$ cat src/sv/dpd_pkg.sv
// Shared types and constants for the debug packet deframer.
// Used by dpd_front, dpd_queue, dpd_back and the top level; depends on nothing.
`timescale 1ns / 1ps
`default_nettype none

package dpd_pkg;

    // Internal length counter width; lengths saturate at its maximum.
    localparam int LENGTH_WIDTH = 16;

    // Queue between the front and the back part.
    localparam int Q_DEPTH = 4;
    localparam int Q_PTR_W = $clog2(Q_DEPTH);
    localparam int Q_CNT_W = $clog2(Q_DEPTH + 1);

    typedef enum logic [1:0] {
        KIND_DATA    = 2'd0,
        KIND_RESTART = 2'd1,
        KIND_END     = 2'd2,
        KIND_BAD_HDR = 2'd3
    } t_kind;

    typedef struct packed {
        t_kind       kind;
        logic [7:0]  data_byte;
        logic [6:0]  repeat_count;
        logic        checksum_ok;
        logic [15:0] payload_length;
    } t_result;

    // All results caused by one received byte: up to two.
    typedef struct packed {
        logic [1:0] cnt;
        t_result    res0;
        t_result    res1;
    } t_bundle;

    typedef struct packed {
        logic empty;
        logic full;
    } t_q_status;

endpackage

`default_nettype wire

$ cat src/sv/debug_packet_deframer_unit.sv
// Debug packet deframer: takes one received serial byte per transaction and reports
// payload data, restarts, packet ends and bad notification headers. Needs dpd_pkg,
// dpd_front, dpd_queue and dpd_back.
//
// The block accepts one byte every cycle as long as each byte causes at most one
// result and i_stall stays low; the output register hands out one result per cycle
// while i_stall is low, so bytes that cause two results can fill the queue. A
// four-entry bundle queue sits between the byte decoder and the output stage, so
// input stalls only when that queue is full. A result passes through that queue and
// then the output register before it is valid at the output. All results of one
// byte come out back to back, the final one flagged by o_last_of_input.
`timescale 1ns / 1ps
`default_nettype none

module debug_packet_deframer_unit import dpd_pkg::*; (
    input  wire logic        i_clk,
    input  wire logic        i_rst_n,
    input  wire logic        i_valid,
    output logic             o_stall,
    input  wire logic [7:0]  i_rx_byte,
    output logic             o_valid,
    input  wire logic        i_stall,
    output logic [1:0]       o_kind,
    output logic [7:0]       o_data_byte,
    output logic [6:0]       o_repeat_count,
    output logic             o_checksum_ok,
    output logic [15:0]      o_payload_length,
    output logic             o_last_of_input
);

    t_bundle   front_bundle;
    logic      push;
    logic      pop;
    t_bundle   head;
    t_q_status q_status;
    t_result   result;
    logic      accept;

    assign o_stall = q_status.full;
    assign accept  = i_valid && !q_status.full;

    dpd_front u_front (
        .i_clk     (i_clk),
        .i_rst_n   (i_rst_n),
        .i_accept  (accept),
        .i_rx_byte (i_rx_byte),
        .o_bundle  (front_bundle),
        .o_push    (push)
    );

    dpd_queue u_queue (
        .i_clk       (i_clk),
        .i_rst_n     (i_rst_n),
        .i_push      (push),
        .i_push_data (front_bundle),
        .i_pop       (pop),
        .o_head      (head),
        .o_status    (q_status)
    );

    dpd_back u_back (
        .i_clk    (i_clk),
        .i_rst_n  (i_rst_n),
        .i_head   (head),
        .i_status (q_status),
        .o_pop    (pop),
        .i_stall  (i_stall),
        .o_valid  (o_valid),
        .o_result (result),
        .o_last   (o_last_of_input)
    );

    assign o_kind           = result.kind;
    assign o_data_byte      = result.data_byte;
    assign o_repeat_count   = result.repeat_count;
    assign o_checksum_ok    = result.checksum_ok;
    assign o_payload_length = result.payload_length;

endmodule

`default_nettype wire

$ cat src/sv/dpd_front.sv
// Front part of the debug packet deframer: accepts received bytes, tracks framing
// state and builds the result bundle for each byte. Depends on dpd_pkg.
`timescale 1ns / 1ps
`default_nettype none

module dpd_front import dpd_pkg::*; (
    input  wire logic       i_clk,
    input  wire logic       i_rst_n,
    input  wire logic       i_accept,
    input  wire logic [7:0] i_rx_byte,
    output t_bundle         o_bundle,
    output logic            o_push
);

    typedef enum logic [5:0] {
        PH_HUNT = 6'b000001,
        PH_BODY = 6'b000010,
        PH_HEAD = 6'b000100,
        PH_RLE  = 6'b001000,
        PH_CKH  = 6'b010000,
        PH_CKL  = 6'b100000
    } t_phase;

    localparam logic [7:0] CH_DOLLAR  = 8'h24;
    localparam logic [7:0] CH_PERCENT = 8'h25;
    localparam logic [7:0] CH_HASH    = 8'h23;
    localparam logic [7:0] CH_BRACE   = 8'h7D;
    localparam logic [7:0] CH_STAR    = 8'h2A;
    localparam logic [7:0] CH_0       = 8'h30;
    localparam logic [7:0] CH_9       = 8'h39;
    localparam logic [7:0] CH_UA      = 8'h41;
    localparam logic [7:0] CH_UF      = 8'h46;
    localparam logic [7:0] CH_LA      = 8'h61;
    localparam logic [7:0] CH_LF      = 8'h66;
    localparam logic [7:0] ESC_MASK   = 8'h20;
    localparam logic [7:0] RLE_BASE   = 8'd29;
    localparam logic [7:0] RLE_TOP    = 8'd126;
    localparam logic [2:0] HDR_LAST   = 3'd4;

    function automatic logic [7:0] stop_char(input logic [2:0] idx);
        case (idx)
            3'd0:    return 8'h53;  // S
            3'd1:    return 8'h74;  // t
            3'd2:    return 8'h6F;  // o
            3'd3:    return 8'h70;  // p
            3'd4:    return 8'h3A;  // :
            default: return 8'h53;
        endcase
    endfunction

    // Bit 4 flags a character that is not a hex digit.
    function automatic logic [4:0] hex_val(input logic [7:0] ch);
        if (ch inside {[CH_0:CH_9]}) return 5'(ch - CH_0);
        if (ch inside {[CH_UA:CH_UF]}) return 5'(ch - CH_UA + 8'd10);
        if (ch inside {[CH_LA:CH_LF]}) return 5'(ch - CH_LA + 8'd10);
        return 5'h10;
    endfunction

    function automatic logic [LENGTH_WIDTH-1:0] sat_add(input logic [LENGTH_WIDTH-1:0] len,
                                                        input logic [6:0] k);
        logic [LENGTH_WIDTH:0] s;
        s = {1'b0, len} + (LENGTH_WIDTH + 1)'(k);
        if (s[LENGTH_WIDTH]) return '1;
        return s[LENGTH_WIDTH-1:0];
    endfunction

    function automatic logic [15:0] len_report(input logic [LENGTH_WIDTH-1:0] len);
        logic [LENGTH_WIDTH+16:0] wide;
        wide = (LENGTH_WIDTH + 17)'(len);
        if (wide > (LENGTH_WIDTH + 17)'(16'hFFFF)) return 16'hFFFF;
        return wide[15:0];
    endfunction

    function automatic t_bundle put(input t_bundle b, input t_result r);
        t_bundle nb;
        nb = b;
        if (b.cnt == 2'd0) nb.res0 = r;
        else nb.res1 = r;
        nb.cnt = b.cnt + 2'd1;
        return nb;
    endfunction

    function automatic t_result mk_res(input t_kind kind, input logic [7:0] data,
                                       input logic [6:0] rep, input logic ok,
                                       input logic [15:0] len);
        t_result r;
        r.kind           = kind;
        r.data_byte      = data;
        r.repeat_count   = rep;
        r.checksum_ok    = ok;
        r.payload_length = len;
        return r;
    endfunction

    t_phase                  r_phase, n_phase;
    logic [7:0]              r_sum, n_sum;
    logic                    r_esc, n_esc;
    logic [7:0]              r_prev, n_prev;
    logic [LENGTH_WIDTH-1:0] r_len, n_len;
    logic [2:0]              r_hidx, n_hidx;
    logic                    r_hmatch, n_hmatch;
    logic [4:0]              r_ckh, n_ckh;

    t_bundle    bundle;
    logic       do_body;
    logic       do_lit;
    logic [7:0] lit;
    logic [4:0] lo;
    logic       ok;
    logic [6:0] rle_cnt;
    logic [7:0] c;

    assign c = i_rx_byte;

    always_comb begin
        n_phase  = r_phase;
        n_sum    = r_sum;
        n_esc    = r_esc;
        n_prev   = r_prev;
        n_len    = r_len;
        n_hidx   = r_hidx;
        n_hmatch = r_hmatch;
        n_ckh    = r_ckh;
        bundle   = '0;
        do_body  = 1'b0;
        do_lit   = 1'b0;
        lit      = '0;
        lo       = hex_val(c);
        ok       = 1'b0;
        rle_cnt  = 7'(c - RLE_BASE);

        case (r_phase)
            PH_BODY: begin
                do_body = 1'b1;
            end
            PH_HEAD: begin
                n_sum = r_sum + c;
                if (c != stop_char(r_hidx)) n_hmatch = 1'b0;
                if (r_hidx == HDR_LAST) begin
                    n_hidx = '0;
                    if (n_hmatch) begin
                        n_phase = PH_BODY;
                    end else begin
                        n_phase = PH_HUNT;
                        bundle  = put(bundle, mk_res(KIND_BAD_HDR, '0, '0, 1'b0, '0));
                    end
                    n_hmatch = 1'b1;
                end else begin
                    n_hidx = r_hidx + 3'd1;
                end
            end
            PH_RLE: begin
                n_phase = PH_BODY;
                if (c inside {[RLE_BASE:RLE_TOP]} && c != CH_DOLLAR && c != CH_HASH) begin
                    n_sum = r_sum + c;
                    n_len = sat_add(r_len, rle_cnt);
                    if (rle_cnt != '0)
                        bundle = put(bundle, mk_res(KIND_DATA, r_prev, rle_cnt, 1'b0, '0));
                end else begin
                    // Bad count: the star stands as a plain byte, then reprocess this byte.
                    lit    = CH_STAR ^ (r_esc ? ESC_MASK : 8'h00);
                    n_esc  = 1'b0;
                    n_prev = lit;
                    n_len  = sat_add(r_len, 7'd1);
                    bundle = put(bundle, mk_res(KIND_DATA, lit, 7'd1, 1'b0, '0));
                    do_body = 1'b1;
                end
            end
            PH_CKH: begin
                n_ckh   = lo;
                n_phase = PH_CKL;
            end
            PH_CKL: begin
                ok = !r_ckh[4] && !lo[4] && ({r_ckh[3:0], lo[3:0]} == r_sum);
                bundle  = put(bundle, mk_res(KIND_END, '0, '0, ok, len_report(r_len)));
                n_phase = PH_HUNT;
            end
            default: begin
                n_phase = PH_HUNT;
                if (c == CH_DOLLAR || c == CH_PERCENT) do_body = 1'b1;
            end
        endcase

        if (do_body) begin
            case (c)
                CH_DOLLAR: begin
                    n_len   = '0;
                    n_sum   = '0;
                    n_esc   = 1'b0;
                    n_phase = PH_BODY;
                    bundle  = put(bundle, mk_res(KIND_RESTART, '0, '0, 1'b0, '0));
                end
                CH_PERCENT: begin
                    n_len    = '0;
                    n_sum    = '0;
                    n_esc    = 1'b0;
                    n_phase  = PH_HEAD;
                    n_hidx   = '0;
                    n_hmatch = 1'b1;
                    bundle   = put(bundle, mk_res(KIND_RESTART, '0, '0, 1'b0, '0));
                end
                CH_HASH: begin
                    n_phase = PH_CKH;
                end
                CH_BRACE: begin
                    n_sum = n_sum + c;
                    n_esc = 1'b1;
                end
                CH_STAR: begin
                    n_sum = n_sum + c;
                    if (n_len != '0) n_phase = PH_RLE;
                    else do_lit = 1'b1;
                end
                default: begin
                    n_sum  = n_sum + c;
                    do_lit = 1'b1;
                end
            endcase
        end

        if (do_lit) begin
            lit    = c ^ (n_esc ? ESC_MASK : 8'h00);
            n_esc  = 1'b0;
            n_prev = lit;
            n_len  = sat_add(n_len, 7'd1);
            bundle = put(bundle, mk_res(KIND_DATA, lit, 7'd1, 1'b0, '0));
        end
    end

    always_ff @(posedge i_clk) begin
        if (!i_rst_n) begin
            r_phase  <= PH_HUNT;
            r_sum    <= '0;
            r_esc    <= 1'b0;
            r_prev   <= '0;
            r_len    <= '0;
            r_hidx   <= '0;
            r_hmatch <= 1'b1;
            r_ckh    <= '0;
        end else if (i_accept) begin
            r_phase  <= n_phase;
            r_sum    <= n_sum;
            r_esc    <= n_esc;
            r_prev   <= n_prev;
            r_len    <= n_len;
            r_hidx   <= n_hidx;
            r_hmatch <= n_hmatch;
            r_ckh    <= n_ckh;
        end
    end

    assign o_bundle = bundle;
    assign o_push   = i_accept && (bundle.cnt != 2'd0);

endmodule

`default_nettype wire

$ cat src/sv/dpd_queue.sv
// Short queue of result bundles between the front and the back part.
// Depends on dpd_pkg for the bundle type and depth.
`timescale 1ns / 1ps
`default_nettype none

module dpd_queue import dpd_pkg::*; (
    input  wire logic    i_clk,
    input  wire logic    i_rst_n,
    input  wire logic    i_push,
    input  wire t_bundle i_push_data,
    input  wire logic    i_pop,
    output t_bundle      o_head,
    output t_q_status    o_status
);

    t_bundle              r_mem [Q_DEPTH];
    logic [Q_PTR_W-1:0]   r_wr_ptr, r_rd_ptr;
    logic [Q_CNT_W-1:0]   r_count, n_count;

    always_comb begin
        n_count = r_count;
        if (i_push && !i_pop) n_count = r_count + Q_CNT_W'(1);
        else if (!i_push && i_pop) n_count = r_count - Q_CNT_W'(1);
    end

    always_ff @(posedge i_clk) begin
        if (!i_rst_n) begin
            r_wr_ptr <= '0;
            r_rd_ptr <= '0;
            r_count  <= '0;
        end else begin
            if (i_push) r_wr_ptr <= r_wr_ptr + Q_PTR_W'(1);
            if (i_pop) r_rd_ptr <= r_rd_ptr + Q_PTR_W'(1);
            r_count <= n_count;
        end
    end

    always_ff @(posedge i_clk) begin
        if (i_push) r_mem[r_wr_ptr] <= i_push_data;
    end

    assign o_head         = r_mem[r_rd_ptr];
    assign o_status.empty = (r_count == '0);
    assign o_status.full  = (r_count == Q_CNT_W'(Q_DEPTH));

endmodule

`default_nettype wire

$ cat src/sv/dpd_back.sv
// Back part of the debug packet deframer: unpacks queued bundles into single
// results and holds them in the output register. Depends on dpd_pkg.
`timescale 1ns / 1ps
`default_nettype none

module dpd_back import dpd_pkg::*; (
    input  wire logic      i_clk,
    input  wire logic      i_rst_n,
    input  wire t_bundle   i_head,
    input  wire t_q_status i_status,
    output logic           o_pop,
    input  wire logic      i_stall,
    output logic           o_valid,
    output t_result        o_result,
    output logic           o_last
);

    logic    r_valid;
    logic    r_sel;
    t_result r_out;
    logic    r_last;

    logic    load;
    logic    take;
    logic    sel_last;

    // Load a new result when the register is empty or its transaction completes.
    assign load     = !r_valid || !i_stall;
    assign take     = load && !i_status.empty;
    assign sel_last = r_sel || (i_head.cnt == 2'd1);
    assign o_pop    = take && sel_last;

    always_ff @(posedge i_clk) begin
        if (!i_rst_n) begin
            r_valid <= 1'b0;
            r_sel   <= 1'b0;
        end else if (load) begin
            r_valid <= !i_status.empty;
            if (take) r_sel <= !sel_last;
        end
    end

    always_ff @(posedge i_clk) begin
        if (take) begin
            r_out  <= r_sel ? i_head.res1 : i_head.res0;
            r_last <= sel_last;
        end
    end

    assign o_valid  = r_valid;
    assign o_result = r_out;
    assign o_last   = r_last;

endmodule

`default_nettype wire
$ cat config.mk
export PLATFORM = sky130hd
export DESIGN_NAME = debug_packet_deframer_unit
export DESIGN_NICKNAME = d
export VERILOG_FILES = /design/src/sv/dpd_pkg.sv /design/src/sv/debug_packet_deframer_unit.sv /design/src/sv/dpd_front.sv /design/src/sv/dpd_queue.sv /design/src/sv/dpd_back.sv
export SDC_FILE = /design/constraint.sdc
export NUM_CORES = 1
export LEC_CHECK = 0
export BUFFER_PORTS_ARGS = -buffer_cell sky130_fd_sc_hd__buf_4
export CAP_MARGIN = 20
export CORE_MARGIN = 4
export CORE_UTILIZATION = 60
export DETAILED_ROUTE_END_ITERATION = 10
export PLACE_DENSITY = 0.74
export SETUP_SLACK_MARGIN = 0.3
export SYNTH_ARGS = -nofsm -noshare
export SYNTH_HDL_FRONTEND = slang
export SYNTH_SLANG_ARGS = --single-unit
$ cat constraint.sdc
create_clock -name i_clk -period 8.65 [get_ports i_clk]
set_input_delay 1.73 -clock i_clk [delete_from_list [all_inputs] [get_ports i_clk]]
set_output_delay 1.73 -clock i_clk [all_outputs]
set_load 0.01 [all_outputs]
==> results.sh <==
export IMPL_outcome="completed"
export IMPL_worstHoldPathType="flop to flop"
export IMPL_cts_tree="built"
export IMPL_cp_start_kind="input pin"
export IMPL_cts_made_buffers=27
export IMPL_worst_path_buf_inv=4
export IMPL_ys_flop_type="edfxtp_1"
export IMPL_drt_pass1_iterations=5
export IMPL_top_level_ports=49
export IMPL_drt_iter0_drc=1068
export IMPL_fin_crit_sh=0.856
export IMPL_path_cells="buf_4 > clkinv_1 > ha_1 > nor2_1 > xnor2_1 > inv_1 > ha_1 > and3_1 > a221oi_2 > o21ai_1 > mux2_2 > o221ai_1 > o2111ai_1 > nor4_2 > a21o_1 > mux2i_1 > ha_1 > inv_1 > fa_1 > xor2_1 > or3_1 > a21oi_1"
export IMPL_clock_sinks=278
export IMPL_layout_commonest_cell="edfxtp_1"
export IMPL_maxSlewViolCount=0
export IMPL_hpwlAfterDp_mm=21.9
export IMPL_track_usage=0.259
export IMPL_power_density_nw_per_um2=191
export IMPL_critical_path_class="input pin to flop"
export IMPL_n_antenna_cell=0
export IMPL_path_clk_slew_ns=0.07
export IMPL_cap_violations=0
export IMPL_worst_slack_ns=1.25
export IMPL_io_buffers=48
export IMPL_synth_nets=1200
export IMPL_post_cts_buffers=0
export IMPL_die_h_um=162
export IMPL_fillers=1720
export IMPL_placementRows=56
export IMPL_rsz0062_at_grt="false"
export IMPL_initial_core_util=0.606
export IMPL_syn_avg_cell_area_um2=12.4
export IMPL_clock_latency_ns=0.53
export IMPL_totalWireLength_mm=33.9
export IMPL_slew_headroom=0.300
export IMPL_worst_path_max_fanout=14
export IMPL_area_growth_pct=10.9
export IMPL_grt_overflow=0
export IMPL_cts_hold_buffers=0
export IMPL_ant_nets=0
export IMPL_vias_per_cell=6.46
export IMPL_dr_total_vias=9788
export IMPL_die_w_um=162
export IMPL_place_ws_ns=0.823
export IMPL_finClkSkew_ns=0.0146
export IMPL_yosysSeqAreaShare=0.547
export IMPL_synth_edf_count=219
export IMPL_dieArea_um2=26200
export IMPL_routed_wire_length_per_instance_um=22.4
export IMPL_path_common_cell="ha_1"
export IMPL_finalSetupViolations=0
export IMPL_final_cell_mix="edfxtp_1, nor2_1, nand2_1"
export IMPL_cp_slowest_stage_delay_ns=0.61
export IMPL_grt_max_degree=49
export IMPL_clockBufferDepth=3
export IMPL_drc=0
export IMPL_async_flop_share=0
export IMPL_max_freq_mhz=135
export IMPL_grt_pass1_wl_mm=54.0
export IMPL_hold_viol=0
export IMPL_place_congestion=0.963
export IMPL_ys_ff_latch=278
export IMPL_min_period_ns=7.40
export IMPL_cp_arrival_ns=7.86
export IMPL_peakVddDrop_mv=0.125
export IMPL_cts_root_buf="clkbuf_16"
export IMPL_cp_end_kind="flop"
export IMPL_cts_htree_levels=1
export IMPL_grt_pass1_vias=9434
export IMPL_leakage_uw=0.00572
export IMPL_worstMarginPinSlew_ns=1.05
export IMPL_synth_cells=1143
export IMPL_final_setup_tns_ns=0
export IMPL_cts_resized=0
export IMPL_design_core_area_um2=23400
export IMPL_antenna_found_initial=0
export IMPL_synthesis_area_um2=14200
export IMPL_cp_slowest_cell="mux2i_1"
export IMPL_critPathTopFamily="compound AO/OA/AOI/OAI gates"
export IMPL_drive_above_1_share=0.179
export IMPL_required_ns=9.11
export IMPL_final_nets=1231
export IMPL_yosysUniqueCellTypes=96
export IMPL_synth_warnings=0
[cell usage after synthesis (all sizes together), types with 20 or more instances]
library cell  count  share of area
clkbuf           43          0.011
buf              20         0.0089
nor2             92          0.025
and2             23          0.010
mux4             44          0.070
nor2b            30          0.013
nand3            33          0.013
a21oi            42          0.015
nor3             20         0.0078
o21ai            51          0.018
dfxtp            59          0.083
edfxtp          219           0.46
a31oi            21         0.0093
inv              37         0.0098
nand2            67          0.018
ha               41          0.036
[layout make-up]
cell class,count,area [um2],area share
Clock buffer,36,761,0.0483
Clock inverter,14,171,0.0109
Inverter,38,143,0.00906
Multi-Input combinational cell,764,6020,0.382
Sequential cell,278,7760,0.493
Tap cell,319,399,0.0254
Timing Repair Buffer,65,485,0.0308
[state kept, by name, indices dropped and copies added, names as in the netlist, 2 cells and up, named ones only]
name / cells
u_front.r_ckh: 5
u_front.r_sum: 8
u_front.r_len: 16
u_front.r_prev: 8
u_back.o_result: 34
u_front.r_phase: 6
u_front.r_hidx: 3
u_queue.r_wr_ptr: 2
u_queue.r_count: 3
u_queue.r_mem: 184
u_queue.r_rd_ptr: 2
[worst register-to-register path, stage by stage, from the launching register on]
cell and delay [ns]:
dfxtp_1 0.43, inv_1 0.13, ha_1 0.27, nand2_1 0.21, o21ai_0 0.21, xor2_1 0.18
o41ai_1 0.31, and3_1 0.32, o31ai_1 0.24, or3_1 0.43, ha_1 0.28, nand2b_1 0.11
o41ai_1 0.13, ha_1 0.36, o21ai_0 0.09, mux2i_1 0.57, ha_1 0.30, inv_1 0.06
fa_1 0.37, xor2_1 0.18, or3_1 0.32, a21oi_1 0.15
[final timing paths]
path / startpoint / end / slack [ns] / cells past startpoint
worst max register to register: u_front.r_hidx[0] / u_queue.r_count[2] / 2.95 / 21
worst min register to register: u_front.r_esc / u_front.r_esc / 0.49 / 2
worst max-delay path: i_rx_byte[0] / u_queue.r_count[2] / 1.25 / 22
worst min-delay path: u_front.r_esc / u_front.r_esc / 0.49 / 2
[per-stage QoR]
stage	instances	total power (uW)	hold slack [ns]	utilization	instance area (um2)
floorplan	1143	1710	0.448	-	14200
global placement	1462	1800	0.462	0.632	14800
detailed placement	1462	1800	0.470	0.632	14800
CTS	1512	3020	0.480	0.672	15700
global route	1514	3120	0.509	0.673	15700
finish	1514	3010	0.490	0.673	15700
[cells by family (layout without fill, tap and decap cells)]
logic type / after synthesis / count (layout) / synth area share
AND/OR/NAND/NOR: 359 / 359 / 0.139
flip-flops: 278 / 278 / 0.547
AO/OA/AOI/OAI: 246 / 246 / 0.124
buffers and inverters: 101 / 153 / 0.0303
multiplexers: 79 / 79 / 0.0965
adder cells (fa/ha/maj): 45 / 45 / 0.0418
XOR/XNOR: 35 / 35 / 0.0216
[layer usage]
layer	vias up	share of wire	routed length, um	GRT usage
li1	4486	-	-	-
met1	4830	0.44	14900	0.385
met2	424	0.48	16100	0.420
met3	48	0.068	2310	0.0249
met4	0	0.017	586	0.0577
met5	-	0	0	0
[power breakdown]
part / switching (uW) / internal [uW]
Clock: 514 / 716
Combinational: 165 / 117
Sequential: 35.2 / 1460
Total: 714 / 2290
No activity file was read; power rests on OpenSTA's default activity.
